==> config.mk <==
export PLATFORM = sky130hd
export DESIGN_NAME = door_motor_controller
export DESIGN_NICKNAME = d
export VERILOG_FILES = /design/src/sv/dmc_pkg.sv /design/src/sv/dmc_timer.sv /design/src/sv/door_motor_controller.sv
export SDC_FILE = /design/constraint.sdc
export NUM_CORES = 1
export LEC_CHECK = 0
export BUFFER_PORTS_ARGS = -buffer_cell sky130_fd_sc_hd__buf_4
export CAP_MARGIN = 10
export CORE_ASPECT_RATIO = 1.75
export CORE_UTILIZATION = 50
export CTS_CLUSTER_DIAMETER = 80
export DETAILED_ROUTE_END_ITERATION = 10
export GPL_TIMING_DRIVEN = 1
export PLACE_DENSITY_LB_ADDON = 0.08
export SKIP_LAST_GASP = 1
export SYNTH_ARGS = -nofsm -noshare
export SYNTH_HDL_FRONTEND = slang
export SYNTH_HIERARCHICAL = 1
export SYNTH_SLANG_ARGS = --single-unit
==> constraint.sdc <==
create_clock -name clk_i -period 10 [get_ports clk_i]
set_clock_uncertainty 0.2 [all_clocks]
set_input_delay 2 -clock clk_i [delete_from_list [all_inputs] [get_ports clk_i]]
set_output_delay 2 -clock clk_i [all_outputs]
set_load 0.005 [all_outputs]
==> src/sv/dmc_pkg.sv <==
// ----------------------------------------------------------------------------
// dmc_pkg
// Types and constants shared by the door motor controller files.
// ----------------------------------------------------------------------------
package dmc_pkg;

  // Door machine states, coded as reported on door_state
  typedef enum logic [2:0] {
    ST_INIT    = 3'd0,
    ST_STOP    = 3'd1,
    ST_OPENING = 3'd2,
    ST_OPENED  = 3'd3,
    ST_CLOSING = 3'd4,
    ST_ERROR   = 3'd5
  } dmc_state_e;

  // Configuration register indexes
  localparam int unsigned CfgIdxW = 2;
  typedef enum logic [CfgIdxW-1:0] {
    CFG_HOLD_OPEN     = 2'd0,
    CFG_BLINK_HALF    = 2'd1,
    CFG_MOTOR_TIMEOUT = 2'd2
  } dmc_cfg_idx_e;

  localparam int unsigned CfgDataW = 16;
  localparam int unsigned ElapsedW = 8;

  // Register reset values
  localparam logic [CfgDataW-1:0] HoldOpenRst     = 16'd5000;
  localparam logic [CfgDataW-1:0] BlinkHalfRst    = 16'd200;
  localparam logic [CfgDataW-1:0] MotorTimeoutRst = 16'd10000;

  // One scan of the door inputs
  typedef struct packed {
    logic                open_request;
    logic                other_door_closed;
    logic                open_limit;
    logic                closed_limit;
    logic                light_barrier;
    logic [ElapsedW-1:0] elapsed_ms;
  } dmc_in_t;

  // Outputs after one scan
  typedef struct packed {
    logic       motor_open;
    logic       motor_close;
    logic       lamp;
    logic [2:0] door_state;
  } dmc_out_t;

endpackage

==> src/sv/dmc_timer.sv <==
// ----------------------------------------------------------------------------
// dmc_timer
// On-delay timer with saturating elapsed count, advanced once per scan.
// ----------------------------------------------------------------------------
module dmc_timer #(
  parameter int unsigned TIMER_BITS = 16
) (
  input  logic                           clk_i,
  input  logic                           rst_ni,
  input  logic                           step_i,
  input  logic                           run_i,
  input  logic [dmc_pkg::CfgDataW-1:0]   preset_i,
  input  logic [dmc_pkg::ElapsedW-1:0]   elapsed_ms_i,
  output logic                           done_o
);
  import dmc_pkg::*;

  logic [TIMER_BITS-1:0] elapsed_q, elapsed_d;
  logic                  was_in_q;
  logic                  done_q, done_d;
  logic [TIMER_BITS-1:0] preset;
  logic [TIMER_BITS:0]   sum;

  // Fit the preset to the timer width
  assign preset = TIMER_BITS'(preset_i);
  assign sum    = {1'b0, elapsed_q} + (TIMER_BITS + 1)'(elapsed_ms_i);

  // Restart on a rising input, otherwise count and saturate at the preset
  always_comb begin
    if (!run_i || !was_in_q) begin
      elapsed_d = '0;
    end else if (sum > {1'b0, preset}) begin
      elapsed_d = preset;
    end else begin
      elapsed_d = sum[TIMER_BITS-1:0];
    end
    done_d = run_i && (elapsed_d >= preset);
  end

  always_ff @(posedge clk_i or negedge rst_ni) begin
    if (!rst_ni) begin
      elapsed_q <= '0;
      was_in_q  <= 1'b0;
      done_q    <= 1'b0;
    end else if (step_i) begin
      elapsed_q <= elapsed_d;
      was_in_q  <= run_i;
      done_q    <= done_d;
    end
  end

  assign done_o = done_q;

endmodule

==> src/sv/door_motor_controller.sv <==
// ----------------------------------------------------------------------------
// door_motor_controller
// Automatic door controller with partner-door interlock and three timers.
// ----------------------------------------------------------------------------
// Each input transaction is one scan of the door inputs and yields exactly one
// result transaction. A scan is captured in an input register; once the result
// register is free it runs one step of the door machine and the hold-open,
// lamp-blink and motor-run timers and lands in the result register. A new scan
// can be accepted every cycle while the result side does not stall. The result
// register is the only thing that can hold back the input; configuration writes
// are always taken (ready is tied high) and must be made while no scan is in flight.
module door_motor_controller #(
  parameter int unsigned TIMER_BITS = 16
) (
  input  logic                          clk_i,
  input  logic                          rst_ni,
  input  logic                          in_valid_i,
  output logic                          in_stall_o,
  input  dmc_pkg::dmc_in_t              in_data_i,
  output logic                          out_valid_o,
  input  logic                          out_stall_i,
  output dmc_pkg::dmc_out_t             out_data_o,
  input  logic                          cfg_valid_i,
  output logic                          cfg_ready_o,
  input  logic [dmc_pkg::CfgIdxW-1:0]   cfg_index_i,
  input  logic [dmc_pkg::CfgDataW-1:0]  cfg_data_i
);
  import dmc_pkg::*;

  // Configuration registers
  logic [CfgDataW-1:0] hold_cfg_q, blink_cfg_q, tout_cfg_q;

  assign cfg_ready_o = 1'b1;

  always_ff @(posedge clk_i or negedge rst_ni) begin
    if (!rst_ni) begin
      hold_cfg_q  <= HoldOpenRst;
      blink_cfg_q <= BlinkHalfRst;
      tout_cfg_q  <= MotorTimeoutRst;
    end else if (cfg_valid_i) begin
      unique case (cfg_index_i)
        CFG_HOLD_OPEN:     hold_cfg_q  <= cfg_data_i;
        CFG_BLINK_HALF:    blink_cfg_q <= cfg_data_i;
        CFG_MOTOR_TIMEOUT: tout_cfg_q  <= cfg_data_i;
        default: ;
      endcase
    end
  end

  // Input register and result register handshake
  logic     s1_valid_q;
  dmc_in_t  s1_data_q;
  logic     out_valid_q;
  dmc_out_t out_data_q;
  logic     advance;

  assign advance    = s1_valid_q && (!out_valid_q || !out_stall_i);
  assign in_stall_o = s1_valid_q && !advance;

  always_ff @(posedge clk_i or negedge rst_ni) begin
    if (!rst_ni) begin
      s1_valid_q <= 1'b0;
    end else if (!in_stall_o) begin
      s1_valid_q <= in_valid_i;
    end
  end

  always_ff @(posedge clk_i) begin
    if (in_valid_i && !in_stall_o) begin
      s1_data_q <= in_data_i;
    end
  end

  // Door machine state
  dmc_state_e mode_q, mode_d;
  logic       drv_open_q, drv_open_d;
  logic       drv_close_q, drv_close_d;
  logic       lamp_q, lamp_d;
  logic       hold_req_q, hold_req_d;
  logic       blink_req_q, blink_req_d;
  logic       hold_done, blink_done, run_done;
  logic       run_in;

  always_comb begin
    mode_d      = mode_q;
    drv_open_d  = drv_open_q;
    drv_close_d = drv_close_q;
    lamp_d      = lamp_q;
    hold_req_d  = hold_req_q;
    blink_req_d = blink_req_q;
    unique case (mode_q)
      ST_INIT: begin
        // Motors keep their drive here
        lamp_d = 1'b0;
        mode_d = s1_data_q.closed_limit ? ST_STOP : ST_CLOSING;
      end
      ST_STOP: begin
        drv_open_d  = 1'b0;
        drv_close_d = 1'b0;
        lamp_d      = 1'b0;
        if (s1_data_q.open_request && s1_data_q.other_door_closed) begin
          mode_d = ST_OPENING;
        end
      end
      ST_OPENING: begin
        drv_open_d  = 1'b1;
        drv_close_d = 1'b0;
        lamp_d      = 1'b0;
        if (s1_data_q.open_limit) begin
          mode_d = ST_OPENED;
        end
      end
      ST_OPENED: begin
        drv_open_d  = 1'b0;
        drv_close_d = 1'b0;
        lamp_d      = 1'b0;
        hold_req_d  = 1'b1;
        if (hold_done) begin
          hold_req_d = 1'b0;
          mode_d     = ST_CLOSING;
        end
      end
      ST_CLOSING: begin
        drv_open_d  = 1'b0;
        drv_close_d = 1'b1;
        blink_req_d = 1'b1;
        if (blink_done) begin
          blink_req_d = 1'b0;
          lamp_d      = !lamp_q;
        end
        // Request or barrier over closed limit
        if (s1_data_q.open_request || s1_data_q.light_barrier) begin
          mode_d = ST_OPENING;
        end else if (s1_data_q.closed_limit) begin
          mode_d = ST_STOP;
        end
      end
      ST_ERROR: begin
        drv_open_d  = 1'b0;
        drv_close_d = 1'b0;
        lamp_d      = 1'b1;
        if (s1_data_q.open_request && s1_data_q.other_door_closed) begin
          mode_d = ST_OPENING;
        end
      end
      default: ;
    endcase
    run_in = drv_open_d || drv_close_d;
    // Motor run timeout overrides every state transition
    if (run_done) begin
      mode_d = ST_ERROR;
    end
  end

  always_ff @(posedge clk_i or negedge rst_ni) begin
    if (!rst_ni) begin
      mode_q      <= ST_INIT;
      drv_open_q  <= 1'b0;
      drv_close_q <= 1'b0;
      lamp_q      <= 1'b0;
      hold_req_q  <= 1'b0;
      blink_req_q <= 1'b0;
    end else if (advance) begin
      mode_q      <= mode_d;
      drv_open_q  <= drv_open_d;
      drv_close_q <= drv_close_d;
      lamp_q      <= lamp_d;
      hold_req_q  <= hold_req_d;
      blink_req_q <= blink_req_d;
    end
  end

  // Timers, advanced with the scan; the machine sees last scan's done flags
  dmc_timer #(.TIMER_BITS(TIMER_BITS)) u_hold_timer (
    .clk_i        (clk_i),
    .rst_ni       (rst_ni),
    .step_i       (advance),
    .run_i        (hold_req_d),
    .preset_i     (hold_cfg_q),
    .elapsed_ms_i (s1_data_q.elapsed_ms),
    .done_o       (hold_done)
  );

  dmc_timer #(.TIMER_BITS(TIMER_BITS)) u_blink_timer (
    .clk_i        (clk_i),
    .rst_ni       (rst_ni),
    .step_i       (advance),
    .run_i        (blink_req_d),
    .preset_i     (blink_cfg_q),
    .elapsed_ms_i (s1_data_q.elapsed_ms),
    .done_o       (blink_done)
  );

  dmc_timer #(.TIMER_BITS(TIMER_BITS)) u_run_timer (
    .clk_i        (clk_i),
    .rst_ni       (rst_ni),
    .step_i       (advance),
    .run_i        (run_in),
    .preset_i     (tout_cfg_q),
    .elapsed_ms_i (s1_data_q.elapsed_ms),
    .done_o       (run_done)
  );

  // Result register: load on advance, drop once taken
  always_ff @(posedge clk_i or negedge rst_ni) begin
    if (!rst_ni) begin
      out_valid_q <= 1'b0;
    end else if (advance) begin
      out_valid_q <= 1'b1;
    end else if (!out_stall_i) begin
      out_valid_q <= 1'b0;
    end
  end

  always_ff @(posedge clk_i) begin
    if (advance) begin
      out_data_q.motor_open  <= drv_open_d;
      out_data_q.motor_close <= drv_close_d;
      out_data_q.lamp        <= lamp_d;
      out_data_q.door_state  <= mode_d;
    end
  end

  assign out_valid_o = out_valid_q;
  assign out_data_o  = out_data_q;

endmodule

# Yosys cells after proc, flatten, opt, wreduce, memory -nomap -nowiden

Cells that the tools add are included.

Flip-flop bits (word level): 129
Bits of input ports: 36
Output and inout bits: 9
Word-level logic and storage cells: 102

$add $sub $neg: 3
$lt $le $gt $ge: 6
Equal/unequal tests: 8
Multiplexer cells: 24
Reduce and logical (&&, ||, !) cells: 33

Operators with widths:

| kind               | count |
|---|---|
| $mux 16            | 6 |
| $add 16x8->17      | 3 |
| $gt 17x16->1       | 3 |
| $ge 16x16->1       | 3 |
| $mux 3             | 7 |
| $pmux 3 s5         | 1 |
| $reduce_or 4->1    | 3 |
| $logic_not 1->1    | 11 |
| $logic_and 1x1->1  | 7 |
| $mux 1             | 7 |
| $eq 3x2->1 const B | 2 |
| $eq 3x3->1 const B | 2 |
| $logic_or 1x1->1   | 6 |
| $reduce_and 2->1   | 3 |
| $pmux 1 s2         | 2 |
| $eq 3x1->1 const B | 1 |
| $logic_not 3->1    | 1 |
| $pmux 1 s3         | 1 |
| $eq 2x1->1 const B | 1 |
| $eq 2x2->1 const B | 1 |
| $logic_not 2->1    | 1 |
| $ne 2x1->1 const B | 1 |
| $reduce_or 2->1    | 1 |

# Longest topological paths before layout

Word-level depth: 9
Depth in mapped cells: 25
Gate-level depth less buffers: 24

# By module

Netlist, hierarchy kept.

By module, submodules not included:

| module                    | times used | cells an instance | area an instance (um^2) | sequential area each (um^2) |
|---|---|---|---|---|
| door_motor_controller     | 1          | 201               | 3024.2                  | 2038.2 |
| dmc_timer (u_run_timer)   | 1          | 270               | 2339.7                  | 450.4 |
| dmc_timer (u_blink_timer) | 1          | 260               | 2280.9                  | 450.4 |
| dmc_timer (u_hold_timer)  | 1          | 258               | 2233.4                  | 450.4 |

# Least setup slack after synthesis

Ideal clock, no wire load.

Kind: reg2reg
Start: reg s1_data_q[0] (netlist bit)
End: reg u_run_timer.done_q, in the netlist u_run_timer/done_o
Library setup time: 0.137 ns
Data arrival time: 5.105 ns
Data required time: 9.663 ns
Setup slack: 4.558 ns
Cell stages (with the launch flop): 25
Path buffers: 0
Clock period less this slack: 5.442 ns
Path through: edfxtp_1 > ha_1 > inv_1 > fa_1 > nor2b_1 > o211ai_1 > a21o_1 > a211oi_1 > xor2_1 > ha_1 > a2111oi_2 > o21ai_1 > nor4_2 > a211oi_1 > a41oi_4 > mux2i_1 > or2_1 > ha_1 > nand2b_1 > a21o_1 > a21o_1 > a221oi_1 > o311ai_0 > a32oi_1 > o21ai_0

Word-level cells in the longest chain between the ends: 6

RTL lines:

| element                | line                        | text |
|---|---|---|
| from (decl)            | door_motor_controller.sv:52 | `dmc_in_t s1_data_q;` |
| from (signal assigned) | door_motor_controller.sv:70 | `s1_data_q <= in_data_i;` |
| $add 16x8->17 *        | dmc_timer.sv:26             | `assign sum = {1'b0, elapsed_q} + (TIMER_BITS + 1)'(elapsed_ms_i);` |
| $gt 17x16->1           | dmc_timer.sv:32             | `end else if (sum > {1'b0, preset}) begin` |
| $mux 16 *              | dmc_timer.sv:32             |  |
| $mux 16 *              | dmc_timer.sv:30             | `if (!run_i \|\| !was_in_q) begin` |
| $ge 16x16->1 *         | dmc_timer.sv:37             | `done_d = run_i && (elapsed_d >= preset);` |
| $logic_and 1x1->1 *    | dmc_timer.sv:37             |  |
| to (signal assigned)   | dmc_timer.sv:48             | `done_q <= done_d;` |
| to (decl)              | dmc_timer.sv:20             | `logic done_q, done_d;` |

Mark *: on every way between the ends. The rest lies on a longest branch, timed or not.
A chain may end at the register's enable or synchronous reset.

# Final worst setup path

Start: reg s1_data_q[1] (netlist bit)
End: reg u_run_timer.done_q, in the netlist u_run_timer/done_o

Word-level cells in the longest chain between the ends: 6

RTL lines:

| element                      | line            | text |
|---|---|---|
| $add 16x8->17 *              | dmc_timer.sv:26 |  |
| $gt 17x16->1                 | dmc_timer.sv:32 |  |
| $mux 16 *                    | dmc_timer.sv:32 |  |
| $mux 16 *                    | dmc_timer.sv:30 |  |
| net u_run_timer.elapsed_d[6] | dmc_timer.sv:18 | `logic [TIMER_BITS-1:0] elapsed_q, elapsed_d;` |
| $ge 16x16->1 *               | dmc_timer.sv:37 |  |
| $logic_and 1x1->1 *          | dmc_timer.sv:37 |  |

The timed path passes the listed nets; every way through them passes the cells marked *.

==> results.sh <==
export IMPL_async_flop_share=0.855
export IMPL_slowest_delay_ns=0.75
export IMPL_crit_type="reg -> reg"
export IMPL_grt_pass1_vias=7827
export IMPL_drtIter0Drc=317
export IMPL_final_cell_area_sq_um=11000
export IMPL_ys_warn_count=6
export IMPL_grt_max_degree=70
export IMPL_cts_resized_gates=0
export IMPL_cts_root_buf="clkbuf_16"
export IMPL_synth_ff_type="dfrtp_1"
export IMPL_antenna_cells=0
export IMPL_drive_gt1_frac=0.164
export IMPL_io_buffers=43
export IMPL_outcome="finished clean"
export IMPL_path_cells="ha_1, a211oi_1, o21ai_0, a221oi_1, nor2b_1, xnor2_1, ha_1, a2111oi_2, o21ai_1, nor4_2, a211oi_1, a41oi_4, buf_4, mux2i_1, nor2_1, ha_1, or3_1, a221oi_1, o311ai_0, a32oi_1, o21ai_0"
export IMPL_hold_slack_ns=0.297
export IMPL_ys_ff_latch=131
export IMPL_dp_cells=1250
export IMPL_vias=7561
export IMPL_hold_depth=1
export IMPL_grt_pass1_wl_microns=41300
export IMPL_clk_path_buf_depth=2
export IMPL_gr_usage_all_layers=0.271
export IMPL_synth_seq_area_share=0.343
export IMPL_worstSetupStartpointType="flop"
export IMPL_period_share=0.664
export IMPL_synth_fp_nets=1148
export IMPL_drtPass1Iterations=4
export IMPL_cts_hold_buf=0
export IMPL_htree_levels=4
export IMPL_synth_edf_count=19
export IMPL_drcViolationCount=0
export IMPL_r2r_end="u_run_timer/done_o"
export IMPL_layout_commonest_cell="ha_1"
export IMPL_chipHeight_microns=188
export IMPL_routed_wl_microns=26000
export IMPL_rrSetupSlack_ns=3.36
export IMPL_clock_sinks=131
export IMPL_cp_arrival_ns=6.73
export IMPL_cts_tree="yes"
export IMPL_synthCells=989
export IMPL_crit_top_cell="ha_1"
export IMPL_antenna_found_initial=0
export IMPL_dp_hpwl_microns=19900
export IMPL_area_delta_synth_final_pct=10.9
export IMPL_core_area_sq_um=19300
export IMPL_die_w_microns=108
export IMPL_ant_nets=0
export IMPL_start_util=0.512
export IMPL_vias_per_cell=5.90
export IMPL_post_route_min_period_ns=6.64
export IMPL_power_total_mw=2.37
export IMPL_drt_wirelength_per_cell_microns=20.3
export IMPL_path_buf_inv=1
export IMPL_design_die_area_sq_um=20300
export IMPL_hold_class="reg -> reg"
export IMPL_slowest_stage="a221oi_1"
export IMPL_rsz0062_at_grt="no"
export IMPL_end_kind="flop"
export IMPL_r2r_start="s1_data_q[1]"
export IMPL_power_density_nw_per_um2=217
export IMPL_postCtsSetupBuffers=0
export IMPL_fin_setup_tns_ns=0
export IMPL_tightest_slew_ns=1.03
export IMPL_clock_latency_ns=0.43
export IMPL_max_slew_margin_rel=0.314
export IMPL_setup_viol=0
export IMPL_final_max_slew_viol_count=0
export IMPL_reg2reg_depth=21
export IMPL_final_cell_mix="ha_1 (120), dfrtp_1 (99), inv_1 (88)"
export IMPL_place_area_sq_um=10300
export IMPL_synthDistinctLibCells=82
export IMPL_critPathTopFamily="compound AO/OA/AOI/OAI gates"
export IMPL_worstPathRequired_ns=10.08
export IMPL_cts_buffers=17
export IMPL_p_leak_nw=5.21
export IMPL_cp_max_fo=19
export IMPL_layout_nets=1187
export IMPL_stdcell_count=1282
export IMPL_finalHoldViolCount=0
export IMPL_num_rows=67
export IMPL_peakVddDrop_mv=0.129
export IMPL_fmax_mhz=151
export IMPL_ios=45
export IMPL_place_congestion=0.938
export IMPL_hold_path_startpoint="u_hold_timer/elapsed_q[5]"
export IMPL_synth_area_sq_um=9880
export IMPL_holdPathEnd="u_hold_timer/elapsed_q[5]"
export IMPL_clk_pin_slew_ns=0.06
export IMPL_synth_area_per_cell_sq_um=9.99
export IMPL_overflow=0
export IMPL_max_cap_viol_count=0
[through the flow]
stage,utilization,setup slack (ns)
2_1_floorplan,-,4.56
3_3_place_gp,0.536,3.64
3_5_place_dp,0.536,3.46
4_1_cts,0.568,3.45
5_1_grt,0.568,2.92
6_report,0.568,3.36
[area by class of cell]
class / count / area [sq um]
Tap cell: 241 / 302
Multi-Input combinational cell: 737 / 5930
Fill cell: 1740 / 8320
Inverter: 90 / 338
Clock inverter: 13 / 184
Clock buffer: 19 / 433
Timing Repair Buffer: 51 / 383
Sequential cell: 131 / 3390
[cell families after synthesis]
kind of cell / count (synthesis) / share of synthesized area
adders and majority gates: 123 / 0.158
xor gates and xnor gates: 39 / 0.0346
other: 1 / 0.000380
muxes: 107 / 0.115
and+or+nand+nor: 237 / 0.119
buffers and inverters: 121 / 0.0567
DFF: 131 / 0.343
AOI/OAI and AO/OA: 230 / 0.173
[synth_stat cells, types with 3 or more instances]
cell type,n,share of area
dfstp_2,13,0.035
nor2b_1,12,0.0076
ha_1,120,0.15
nor4_1,4,0.0025
o22ai_1,21,0.013
and3_1,4,0.0025
mux2i_1,56,0.057
mux2_2,51,0.058
dfrtp_1,99,0.25
a211oi_1,17,0.013
fa_1,3,0.0061
o21ai_1,7,0.0035
buf_4,3,0.0023
clkbuf_1,16,0.0061
nand2b_1,22,0.014
xor2_1,7,0.0062
xnor2_1,32,0.028
o21ai_0,33,0.017
nand3_1,19,0.0096
o2bb2ai_1,24,0.021
o211ai_1,3,0.0023
a21oi_1,46,0.023
nor2_1,78,0.030
nand4_1,15,0.0095
o31ai_1,4,0.0030
buf_6,5,0.0057
inv_1,89,0.034
buf_2,3,0.0015
and2_1,4,0.0025
edfxtp_1,19,0.058
a31oi_1,6,0.0038
a21o_1,19,0.014
nor3_1,12,0.0061
nand2_1,49,0.019
o21a_1,11,0.0084
[power by group]
| group | switching (mW) | leakage (nW) | total [mW] | internal, mW |
|---|---|---|---|---|
| logic | 0.558 | 3.33 | 0.956 | 0.398 |
| clock network | 0.247 | 0.290 | 0.664 | 0.417 |
| registers | 0.0999 | 1.59 | 0.754 | 0.654 |
[sequential cells by signal, summed over array words and instances (netlist names), 3 cells and up]
signal                   count
blink_cfg_q                 16
hold_cfg_q                  16
mode_q                       3
u_hold_timer/elapsed_q      16
out_data_o                   6
u_blink_timer/elapsed_q     16
tout_cfg_q                  16
s1_data_q                   13
u_run_timer/elapsed_q       16
[how the worst max path moves through the flow]
stage            startpoint                  to  slack [ns]  depth (start not counted)
4_1_cts        s1_data_q[0]  u_run_timer/done_o        3.45                         23
5_1_grt        s1_data_q[1]  u_run_timer/done_o        2.92                         21
6_report       s1_data_q[1]  u_run_timer/done_o        3.36                         21
2_1_floorplan  s1_data_q[0]  u_run_timer/done_o        4.56                         24
3_3_place_gp   s1_data_q[1]  u_run_timer/done_o        3.64                         21
3_5_place_dp   s1_data_q[1]  u_run_timer/done_o        3.46                         21
[per-layer routing]
layer,routed length [microns],vias to the layer above,track usage
met5,0,-,0
met4,950,0,0.124
met3,459,50,0.0375
met2,14400,114,0.511
met1,10200,3735,0.289
li1,-,3662,-
No activity file was read; power rests on OpenSTA's default activity.
